File: config.mk
export PLATFORM = sky130hd
export DESIGN_NAME = xtea_out
export DESIGN_NICKNAME = d
export VERILOG_FILES = /design/src/rtl/xtea_pkg.sv /design/src/rtl/xtea_out.sv
export VERILOG_INCLUDE_DIRS = /design/src /design/src/rtl
export SDC_FILE = /design/constraint.sdc
export NUM_CORES = 1
export LEC_CHECK = 0
export ABC_AREA = 1
export BUFFER_PORTS_ARGS = -buffer_cell sky130_fd_sc_hd__buf_2
export CAP_MARGIN = 20
export CORE_ASPECT_RATIO = 0.75
export CORE_MARGIN = 2
export CORE_UTILIZATION = 46
export DETAILED_ROUTE_END_ITERATION = 7
export GPL_TIMING_DRIVEN = 0
export PLACE_DENSITY = 0.75
export SYNTH_ARGS = -nofsm -noshare
export SYNTH_HDL_FRONTEND = slang
export SYNTH_SLANG_ARGS = --single-unit
File: constraint.sdc
create_clock -name clock -period 5.5 [get_ports clock]
set_input_delay 0 -clock clock [delete_from_list [all_inputs] [get_ports clock]]
set_output_delay 0 -clock clock [all_outputs]
set_load 0.03 [all_outputs]
File: src/rtl/xtea_block_cipher_assert.svh
// assertion macros for the xtea block cipher rtl
// each use sits on a line of its own inside a module that has clock and reset
`ifndef XTEA_BLOCK_CIPHER_ASSERT_SVH
`define XTEA_BLOCK_CIPHER_ASSERT_SVH

`ifndef SYNTH
// checked only outside reset
`define XTEA_ASSERT(label, prop) \
   label: assert property (@(posedge clock) disable iff (reset) prop) \
      else $error("xtea assertion failed");
// checked at every edge, reset included
`define XTEA_ASSERT_RST(label, prop) \
   label: assert property (@(posedge clock) prop) \
      else $error("xtea reset assertion failed");
`else
`define XTEA_ASSERT(label, prop)
`define XTEA_ASSERT_RST(label, prop)
`endif

`endif

File: src/rtl/xtea_pkg.sv
`default_nettype none

package xtea_pkg;

   // cipher cycles per block, two feistel rounds each
   localparam int unsigned CYCLES     = 32;
   localparam int unsigned NUM_ROUNDS = 2 * CYCLES;

   localparam logic [31:0] XTEA_DELTA = 32'h9E37_79B9;

   localparam int unsigned WORD_W      = 32;
   localparam int unsigned BLOCK_W     = 2 * WORD_W;
   localparam int unsigned NUM_KEYS    = 4;
   localparam int unsigned CSR_INDEX_W = $clog2(NUM_KEYS);

   // key register indexes on the csr port
   typedef enum logic [CSR_INDEX_W-1:0] {
      KEY_WORD_0,
      KEY_WORD_1,
      KEY_WORD_2,
      KEY_WORD_3
   } csr_index_type;

   typedef logic [NUM_KEYS-1:0][WORD_W-1:0] key_set_type;

   // one block in flight
   typedef struct packed {
      logic              func;   // 0 encrypt, 1 decrypt
      logic [WORD_W-1:0] left;
      logic [WORD_W-1:0] right;
   } item_type;

   // per round constants, fixed at elaboration
   typedef struct packed {
      logic              odd;
      logic [WORD_W-1:0] sum_enc;
      logic [WORD_W-1:0] sum_dec;
   } round_const_type;

   function automatic round_const_type round_const(input int unsigned rnd);
      int unsigned     steps;
      logic [63:0]     enc_p;
      logic [63:0]     dec_p;
      round_const_type c;
      steps   = (rnd + 1) >> 1;
      enc_p   = 64'(steps) * 64'(XTEA_DELTA);
      dec_p   = 64'(CYCLES - steps) * 64'(XTEA_DELTA);
      c.odd     = rnd[0];
      c.sum_enc = enc_p[WORD_W-1:0];
      c.sum_dec = dec_p[WORD_W-1:0];
      return c;
   endfunction

endpackage

`default_nettype wire

File: src/rtl/xtea_out.sv
`default_nettype none

`include "xtea_block_cipher_assert.svh"

module xtea_out (
   input  wire                            clock,
   input  wire                            reset,
   input  wire                            pe_valid,
   input  wire [xtea_pkg::BLOCK_W-1:0]    pe_block,
   output logic                           en,
   output logic                           rsp_valid,
   input  wire                            rsp_ready,
   output logic [xtea_pkg::BLOCK_W-1:0]   rsp_block_out
);
   import xtea_pkg::*;

   logic               rsp_valid_ff;
   logic               rsp_valid_in;
   logic [BLOCK_W-1:0] rsp_block_ff;
   logic [BLOCK_W-1:0] rsp_block_in;
   logic               skid_valid_ff;
   logic               skid_valid_in;
   logic [BLOCK_W-1:0] skid_block_ff;
   logic [BLOCK_W-1:0] skid_block_in;
   logic               out_load;

   // pipeline moves only while the skid slot is empty
   assign en = ~skid_valid_ff;

   always_comb begin
      out_load      = ~rsp_valid_ff | rsp_ready;
      rsp_valid_in  = rsp_valid_ff;
      rsp_block_in  = rsp_block_ff;
      skid_valid_in = skid_valid_ff;
      skid_block_in = skid_block_ff;
      if (skid_valid_ff) begin
         if (out_load) begin
            rsp_valid_in  = 1'b1;
            rsp_block_in  = skid_block_ff;
            skid_valid_in = 1'b0;
         end
      end else if (out_load) begin
         rsp_valid_in = pe_valid;
         rsp_block_in = pe_block;
      end else if (pe_valid) begin
         skid_valid_in = 1'b1;
         skid_block_in = pe_block;
      end
   end

   always_ff @(posedge clock) begin
      if (reset) begin
         rsp_valid_ff  <= 1'b0;
         skid_valid_ff <= 1'b0;
      end else begin
         rsp_valid_ff  <= rsp_valid_in;
         skid_valid_ff <= skid_valid_in;
      end
      rsp_block_ff  <= rsp_block_in;
      skid_block_ff <= skid_block_in;
   end

   assign rsp_valid     = rsp_valid_ff;
   assign rsp_block_out = rsp_block_ff;

   `XTEA_ASSERT_RST(a_reset_empties, reset |=> !rsp_valid_ff && !skid_valid_ff)
   `XTEA_ASSERT(a_skid_needs_out, skid_valid_ff |-> rsp_valid_ff)
   `XTEA_ASSERT(a_skid_catches, pe_valid && en && rsp_valid_ff && !rsp_ready |=> skid_valid_ff)
   `XTEA_ASSERT(a_skid_drains, skid_valid_ff && rsp_ready |=> !skid_valid_ff && rsp_valid_ff)
   `XTEA_ASSERT(a_skid_cause, $rose(skid_valid_ff) |-> $past(rsp_valid_ff && !rsp_ready))

endmodule

`default_nettype wire

==> impl_metrics.yaml <==
synth:
  postSynthNetCount: 415
  synth.yosys.seq_area_share: 0.8209
  synth_cell_types: 10
  yosysWarningCount: 0
  synth.avg_cell_area_sq_um: 13.63
  ys_ff_latch: 130
  syn-cell-area_sq_um: 4731
  netlist_instances: 347
die:
  chipWidth_um: 121.1
  fp.dieH_um: 91.83
  rows: 32
  floorplan.initialDensity: 0.4670
  die-area_sq_um: 11120
  core_sq_um: 10130
  pin_count: 134
sta:
  rsz_0062_raised_after_global_routing: "false"
  finalHoldViolations: 0
  setup_viol_count_final: 0
  setup_slack_after_layout_ns: 2.975
  timing.max_slew.rel_slack: 0.3751
  fmax_mhz: 396.0
  worst_slew_pin_slew_ns: 0.9352
  clock-skew-final_ns: 0.005220
  finalMaxSlewViolations: 0
  finalCritPeriodShare: 0.4591
  layout_min_cycle_time_ns: 2.525
drt:
  post_drt_wl_per_cell_um: 14.53
  drtIter0Drc: 216
  drtPass1Iterations: 4
  routed-via-count: 3327
  vias_per_cell: 4.647
  totalWireLength_mm: 10.40
  drc: 0
  final_ant_viol_nets: 0
power:
  power_report.internal_total_mw: 1.946
  sequentialPowerShare: 0.469
  swShare: 0.2198
  comb_power_share: 0.103
  switching_power_uw: 548.2
  ir_worst_vdd_uv: 227.0
  total_chip_power_mw: 2.494
  cellLeakagePower_nw: 2.984
  power.clock.fraction: 0.429
  powerDensity_nw_per_um2: 364.2
placed_design:
  buffer_ports.inserted: 133
  gp_congestion: 0.7406
  dp_cells: 617
  dp.final_hpwl_mm: 5.949
  dp_worst_setup_slack_ns: 2.939
clock_tree:
  tritoncts.num_buffers: 17
  clkSinkCount: 130
  cts.htree.levels: 4
  path_clk_slew_ns: 0.05
  insertion_delay_ns: 0.40
  cts_root_buf: "clkbuf_16"
  cts_setup_buffers: 0
  cts_tree: "built"
  cts_resized: 0
  max_root_sink_buffers: 2
  cts_hold_buf: 69
grt:
  grt_use_total: 0.1975
  grt_first_pass_wirelength_mm: 16.54
  maximum_number_of_pins_on_one_net_before_global_route_repair: 66
  initial_antenna_violation_count: 0
  overflow: 0
  vias_in_the_first_global_route: 3404
critical_path:
  critPathKind: "flop to flop"
  timing.critical_path.to_type: "flop"
  timing.critical_path.slowest_cell_delay_ns: 0.95
  worstPathRequired_ns: 5.58
  worst-endpoint-arrival_ns: 2.61
  timing.critical_path.slowest_stage_cell: "nor2_4"
  largest_fanout_of_any_net_on_the_critical_path: 65
  cell_breakdown_of_the_critical_path: "nand2_4 > nor2_4 > buf_12"
  worst_setup_path_start_kind: "flop"
final_layout:
  num_antenna_cells: 0
  final_nets: 637
  layout-area-overhead-vs-synth_pct: 44.75
  finished_layout_cells: 716
  drive_gt1_frac: 0.2983
worst_hold_path:
  holdCritPathClass: "input pin to flop"
job:
  cap_viol_max_count: 0
status:
  status: "completed"
-- layout by cell type, fill, tap and decap left out, types with 3 or more instances in the layout --
cell | synthesis | layout
bufinv_16 | 0 | 3
nand2_1 | 195 | 194
edfxtp_1 | 128 | 128
clkbuf_16 | 0 | 17
dlygate4sd3_1 | 0 | 69
clkinv_1 | 0 | 4
clkbuf_1 | 0 | 4
buf_4 | 5 | 5
buf_2 | 9 | 142
-- power by group through the flow --
stage | registers (mW) | logic, mW | clock network, mW
finish | 1.17 | 0.256 | 1.07
floorplan | 1.28 | 0.0434 | 0
global route | 1.17 | 0.275 | 1.14
global placement | 1.19 | 0.209 | 0
detailed placement | 1.19 | 0.216 | 0
CTS | 1.17 | 0.255 | 1.09
-- critical path, delay by kind of cell, from the launching register on --
family | cells | cell delay, ns
AND/OR/NAND/NOR | 2 | 1.48
flip-flops | 1 | 0.40
buffers and inverters | 1 | 0.31
-- per-layer routing --
layer / vias up / GRT usage / part of all wire / routed length (um)
met5: - / 0 / 0 / 0
li1: 1618 / - / - / -
met1: 1584 / 0.2280 / 0.42 / 4360
met4: 0 / 0.06880 / 0.0095 / 99
met3: 10 / 0.06343 / 0.053 / 551
met2: 115 / 0.3460 / 0.52 / 5392
-- final cells by class --
type                    instances  area [sq um]
plain buffers                  14         82.58
multi-input cells             200         768.2
inverters                       3         11.26
clock inverters                 9         115.1
flip-flops and latches        130          3884
repair buffers                203          1376
well taps                     136         170.2
fillers                       689          3282
clock buffers                  21         440.4
-- kinds of logic (layout without fill, tap and decap cells) --
group	after synthesis	after routing	share of synthesized area
buf+inv	17	250	0.01984
flops	130	130	0.8209
simple gates	199	199	0.1582
compound gates	1	1	0.001057
-- flip-flops by register name (all words and copies together) (netlist names) --
name,count
rsp_valid,1
rsp_block_out,64
skid_valid_ff,1
skid_block_ff,64
-- final timing paths --
kind                    startpoint  slack, ns                 to  cells after the start
setup / recovery         rsp_valid       2.97  skid_block_ff[43]                      3
setup reg to reg         rsp_valid       2.97  skid_block_ff[43]                      3
hold / removal        pe_block[11]       0.32  skid_block_ff[11]                      2
hold reg to reg   skid_block_ff[0]       0.51   rsp_block_out[0]                      2
-- cell usage after synthesis (all sizes together) --
cell type	count	area share
nand2	195	0.15
buf	14	0.017
o21ai	1	0.0011
inv	3	0.0024
nand3	1	0.0011
edfxtp	128	0.81
nor2	3	0.0024
dfxtp	2	0.0085
-- metrics by stage --
stage | instance area, sq um | util | hold slack [ns] | TNS (ns)
finish | 6848 | 0.6760 | 0.3240 | 0
global route | 6848 | 0.6760 | 0.3113 | 0
CTS | 6848 | 0.6760 | 0.3021 | 0
detailed placement | 5602 | 0.5530 | 0.1925 | 0
global placement | 5567 | 0.5495 | 0.1909 | -108.50
floorplan | 4731 | - | 0.09887 | 0
(Power assumes the default switching activity.)
