`config.mk`:
```
export PLATFORM = sky130hd
export DESIGN_NAME = xtea_round
export DESIGN_NICKNAME = d
export VERILOG_FILES = /design/src/rtl/xtea_block_cipher_assert.svh /design/src/rtl/xtea_pkg.sv /design/src/rtl/xtea_round.sv
export SDC_FILE = /design/constraint.sdc
export NUM_CORES = 1
export LEC_CHECK = 0
export CAP_MARGIN = 20
export CORE_AREA = 2 2 137 139
export DETAILED_ROUTE_END_ITERATION = 6
export DIE_AREA = 0 0 139 141
export DONT_BUFFER_PORTS = 1
export PLACE_DENSITY_LB_ADDON = 0.2
export SLEW_MARGIN = 10
export SYNTH_ARGS = -nofsm -noshare
export SYNTH_HDL_FRONTEND = slang
export SYNTH_SLANG_ARGS = --single-unit
export TNS_END_PERCENT = 5
```
`constraint.sdc`:
```
create_clock -name clock -period 22.6 [get_ports clock]
set_input_delay 4.52 -clock clock [delete_from_list [all_inputs] [get_ports clock]]
set_output_delay 4.52 -clock clock [all_outputs]
set_load 0.005 [all_outputs]
```
`src/rtl/xtea_block_cipher_assert.svh`:
```
// assertion macros for the xtea block cipher rtl
// each use sits on a line of its own inside a module that has clock and reset
`ifndef XTEA_BLOCK_CIPHER_ASSERT_SVH
`define XTEA_BLOCK_CIPHER_ASSERT_SVH

`ifndef SYNTH
// checked only outside reset
`define XTEA_ASSERT(label, prop) \
   label: assert property (@(posedge clock) disable iff (reset) prop) \
      else $error("xtea assertion failed");
// checked at every edge, reset included
`define XTEA_ASSERT_RST(label, prop) \
   label: assert property (@(posedge clock) prop) \
      else $error("xtea reset assertion failed");
`else
`define XTEA_ASSERT(label, prop)
`define XTEA_ASSERT_RST(label, prop)
`endif

`endif

```
`src/rtl/xtea_pkg.sv`:
```
`default_nettype none

package xtea_pkg;

   // cipher cycles per block, two feistel rounds each
   localparam int unsigned CYCLES     = 32;
   localparam int unsigned NUM_ROUNDS = 2 * CYCLES;

   localparam logic [31:0] XTEA_DELTA = 32'h9E37_79B9;

   localparam int unsigned WORD_W      = 32;
   localparam int unsigned BLOCK_W     = 2 * WORD_W;
   localparam int unsigned NUM_KEYS    = 4;
   localparam int unsigned CSR_INDEX_W = $clog2(NUM_KEYS);

   // key register indexes on the csr port
   typedef enum logic [CSR_INDEX_W-1:0] {
      KEY_WORD_0,
      KEY_WORD_1,
      KEY_WORD_2,
      KEY_WORD_3
   } csr_index_type;

   typedef logic [NUM_KEYS-1:0][WORD_W-1:0] key_set_type;

   // one block in flight
   typedef struct packed {
      logic              func;   // 0 encrypt, 1 decrypt
      logic [WORD_W-1:0] left;
      logic [WORD_W-1:0] right;
   } item_type;

   // per round constants, fixed at elaboration
   typedef struct packed {
      logic              odd;
      logic [WORD_W-1:0] sum_enc;
      logic [WORD_W-1:0] sum_dec;
   } round_const_type;

   function automatic round_const_type round_const(input int unsigned rnd);
      int unsigned     steps;
      logic [63:0]     enc_p;
      logic [63:0]     dec_p;
      round_const_type c;
      steps   = (rnd + 1) >> 1;
      enc_p   = 64'(steps) * 64'(XTEA_DELTA);
      dec_p   = 64'(CYCLES - steps) * 64'(XTEA_DELTA);
      c.odd     = rnd[0];
      c.sum_enc = enc_p[WORD_W-1:0];
      c.sum_dec = dec_p[WORD_W-1:0];
      return c;
   endfunction

endpackage

`default_nettype wire

```
`src/rtl/xtea_round.sv`:
```
`default_nettype none

module xtea_round (
   input  wire                            clock,
   input  wire                            reset,
   input  wire                            en,
   input  wire                            prev_valid,
   input  wire xtea_pkg::item_type        prev_item,
   input  wire xtea_pkg::key_set_type     keys,
   input  wire xtea_pkg::round_const_type rconst,
   output logic                           stage_valid,
   output xtea_pkg::item_type             stage_item
);
   import xtea_pkg::*;

   logic              valid_ff;
   item_type          item_ff;
   item_type          item_in;
   logic              upd_left;
   logic [WORD_W-1:0] src;
   logic [WORD_W-1:0] dst;
   logic [WORD_W-1:0] mixed;
   logic [WORD_W-1:0] sum;
   logic [1:0]        kidx;
   logic [WORD_W-1:0] f;
   logic [WORD_W-1:0] res;

   // even encrypt and odd decrypt rounds update the left word
   always_comb begin
      upd_left = ~(rconst.odd ^ prev_item.func);
      src      = upd_left ? prev_item.right : prev_item.left;
      dst      = upd_left ? prev_item.left : prev_item.right;
      mixed    = ((src << 4) ^ (src >> 5)) + src;
      sum      = prev_item.func ? rconst.sum_dec : rconst.sum_enc;
      kidx     = upd_left ? sum[1:0] : sum[12:11];
      f        = mixed ^ (sum + keys[kidx]);
      res      = prev_item.func ? (dst - f) : (dst + f);
      item_in  = prev_item;
      if (upd_left) begin
         item_in.left = res;
      end else begin
         item_in.right = res;
      end
   end

   always_ff @(posedge clock) begin
      if (reset) begin
         valid_ff <= 1'b0;
      end else if (en) begin
         valid_ff <= prev_valid;
      end
      if (en) begin
         item_ff <= item_in;
      end
   end

   assign stage_valid = valid_ff;
   assign stage_item  = item_ff;

endmodule

`default_nettype wire

```
==> impl_metrics.json <==
{
  "worst_skew_pair.late_latency_ps": 330,
  "tritoncts_num_sinks": 66,
  "placement.io_buffers": 0,
  "tns_ps": 0,
  "power.density_mw_per_mm2": 141,
  "path_class": "in -> reg",
  "route.vias.total": 9958,
  "grt_pass1_wl_um": 46600,
  "final_hold_viol_count": 0,
  "ctsHtreeMaxLevel": 3,
  "data_arrival_at_the_endpoint_of_the_critical_path_ps": 12420,
  "critical_path.slowest_cell": "sky130_fd_sc_hd__buf_4",
  "grt_setup_unrepaired": "no",
  "cts-buffers-inserted": 9,
  "ant_nets": 0,
  "floorplan.initialDensity": 0.590,
  "setup_viol_count_final": 0,
  "min_period_ps": 12340,
  "die_w_um": 139,
  "gp_routability_congestion": 0.967,
  "worst_pin_slew_ps": 847,
  "stdcell_count": 1535,
  "cp_slowest_stage_delay_ps": 610,
  "postCtsResizedCells": 0,
  "cp_data_required_time_ps": 22670,
  "detailedRoute.firstIterationViolations": 813,
  "die_height_um": 141,
  "post-synth-top-count-cell": "sky130_fd_sc_hd__nand2_1",
  "seq_area_frac_synth": 0.183,
  "timing.hold.worst.class": "reg -> reg",
  "clock_tree.root_cell": "sky130_fd_sc_hd__clkbuf_16",
  "critPathLaunchType": "input port",
  "seq_power_share": 0.164,
  "yosys.area.top_type": "sky130_fd_sc_hd__edfxtp_1",
  "antenna_cells": 0,
  "p_int_mw": 0.797,
  "area_delta_synth_final_pct": 4.25,
  "initial_antenna_violation_count": 0,
  "remaining_drc_errors": 0,
  "area.sequential_mm2": 0.00197,
  "drt_first_pass_iters": 6,
  "timing.critical_path.max_delay_family": "simple AND/OR/NAND/NOR gates",
  "gr-usage-all-layers": 0.294,
  "timing.slew.headroom": 0.428,
  "power.ir.vdd_worst_v": 0.0000792,
  "routed_wire_length_per_instance_um": 19.5,
  "max_cap_violations": 0,
  "combinational_fraction_of_design_power": 0.744,
  "grt_start_max_net_pins": 100,
  "num_io_pins": 328,
  "power_switching_mw": 0.784,
  "crit_top_cell": "sky130_fd_sc_hd__nand2_1",
  "final.period_utilization": 0.546,
  "clock_tree_from_tritoncts": "done",
  "cts-root-to-sink-buffers": 2,
  "synth-edff-count": 65,
  "critPathCaptureType": "register",
  "share_clk_of_total_power": 0.092,
  "dp_hpwl_um": 25000,
  "synth_async_sr_flop_share": 0,
  "clock.fmax_ghz": 0.0810,
  "power_switching_share": 0.496,
  "routed_wirelength_um": 30000,
  "outcome": "complete, no violations",
  "cts.clk_slew.worst_paths_ps": 60,
  "skew_ps": 0,
  "die_area_mm2": 0.0196,
  "numPlacedInstances": 1518,
  "syn_nets": 1693,
  "synth_area_per_cell_um2": 8.09,
  "grt_remaining_overflow": 0,
  "core_area_mm2": 0.0183,
  "timing_max_transition_violations_final": 0,
  "drt-vias-per-instance": 6.49,
  "postSynthRegisterBits": 66,
  "cp_num_buf_inv": 2,
  "finalCoreUtilization": 0.615,
  "total_leakage_power_nw": 4.71,
  "finish.net_count": 1657,
  "synth_largest_type_area_fraction": 0.181,
  "grt_pass1_vias": 9158,
  "crit_fanout": 73,
  "final.fill_count": 1601,
  "yosysUniqueCellTypes": 72,
  "syn_area_mm2": 0.0108,
  "drive_gt1_frac": 0.0761,
  "multi_input_comb_area_mm2": 0.00846,
  "cts_setup_buffers": 0,
  "placement_rows": 50,
  "post_synth_main_area_contributors": "sky130_fd_sc_hd__edfxtp_1, sky130_fd_sc_hd__ha_1, sky130_fd_sc_hd__nand2_1",
  "total_power_mw": 1.58,
  "final.hold.worst_slack_ps": 520,
  "synth_top_flop_cell": "sky130_fd_sc_hd__edfxtp_1",
  "post_synthesis_cells": 1332,
  "synthTopCellsByCount": "sky130_fd_sc_hd__nand2_1, sky130_fd_sc_hd__o21ai_0, sky130_fd_sc_hd__ha_1, sky130_fd_sc_hd__xnor2_1, sky130_fd_sc_hd__a21oi_1",
  "postCtsHoldBufs": 0,
  "ys.warnings.count": 0
}
[per-layer routing]
metal | vias up | global-route usage | routed length [um]
met5 | - | 0 | 0
met2 | 463 | 0.485 | 13900
met4 | 0 | 0.0569 | 393
li1 | 4856 | - | -
met1 | 4607 | 0.404 | 13100
met3 | 32 | 0.0601 | 2630
[worst register-to-register path, cell delays in order, from the launching register on]
cell	delay (ps)
sky130_fd_sc_hd__dfxtp_1	320
sky130_fd_sc_hd__mux2i_1	120
sky130_fd_sc_hd__nor2_1	50
[sequential cells by signal (all words and copies together), names as in the netlist]
register / cells
stage_item: 65
stage_valid: 1
[area by class of cell]
cell class / count / share of cell area
Multi-Input combinational cell: 1175 / 0.754
Sequential cell: 66 / 0.176
Tap cell: 234 / 0.0261
Clock buffer: 11 / 0.0225
Inverter: 41 / 0.0137
Clock inverter: 5 / 0.00535
Timing Repair Buffer: 3 / 0.00312
[placed cells by master (no fill, tap or decap), types with 32 or more instances in the layout]
cell type                  count
sky130_fd_sc_hd__xnor2_1      96
sky130_fd_sc_hd__o21ai_0     105
sky130_fd_sc_hd__edfxtp_1     65
sky130_fd_sc_hd__ha_1         96
sky130_fd_sc_hd__a21oi_1      90
sky130_fd_sc_hd__nor2_1       72
sky130_fd_sc_hd__nand2_1     249
sky130_fd_sc_hd__a21o_1       42
sky130_fd_sc_hd__mux4_2       33
sky130_fd_sc_hd__xor2_1       51
sky130_fd_sc_hd__mux2_2       32
sky130_fd_sc_hd__inv_1        41
[cell families (layout without fill, tap and decap cells)]
family / after synthesis / in the layout / share of synthesized area
adder cells (fa/ha/maj): 99 / 99 / 0.117
multiplexers: 73 / 73 / 0.110
XOR/XNOR: 154 / 154 / 0.134
flip-flops: 66 / 66 / 0.183
AO/OA/AOI/OAI: 372 / 372 / 0.220
AND/OR/NAND/NOR: 477 / 477 / 0.204
buffers and inverters: 91 / 60 / 0.0319
[final timing paths]
path / depth (start not counted) / end / from / slack (ps)
worst max register to register: 2 / stage_valid / stage_valid / 22010
worst max-delay path: 29 / stage_item[31] / prev_item[64] / 10260
worst min register to register: 2 / stage_valid / stage_valid / 520
worst min-delay path: 2 / stage_valid / stage_valid / 520
[through the flow]
stage | cell area, um^2 | setup slack [ps]
after floorplan | 10800 | 10630
after global placement | 10900 | 10220
after detailed placement | 10900 | 10040
after CTS | 11200 | 10390
after global routing | 11200 | 9650
final | 11200 | 10260
[power by group through the flow]
stage | clock network [mW] | logic [mW] | registers [mW]
finish | 0.146 | 1.18 | 0.259
global route | 0.155 | 1.31 | 0.264
CTS | 0.148 | 1.16 | 0.260
detailed placement | 0 | 1.15 | 0.263
global placement | 0 | 1.13 | 0.260
floorplan | 0 | 0.925 | 0.251
Power figures use the tool's default switching activity.
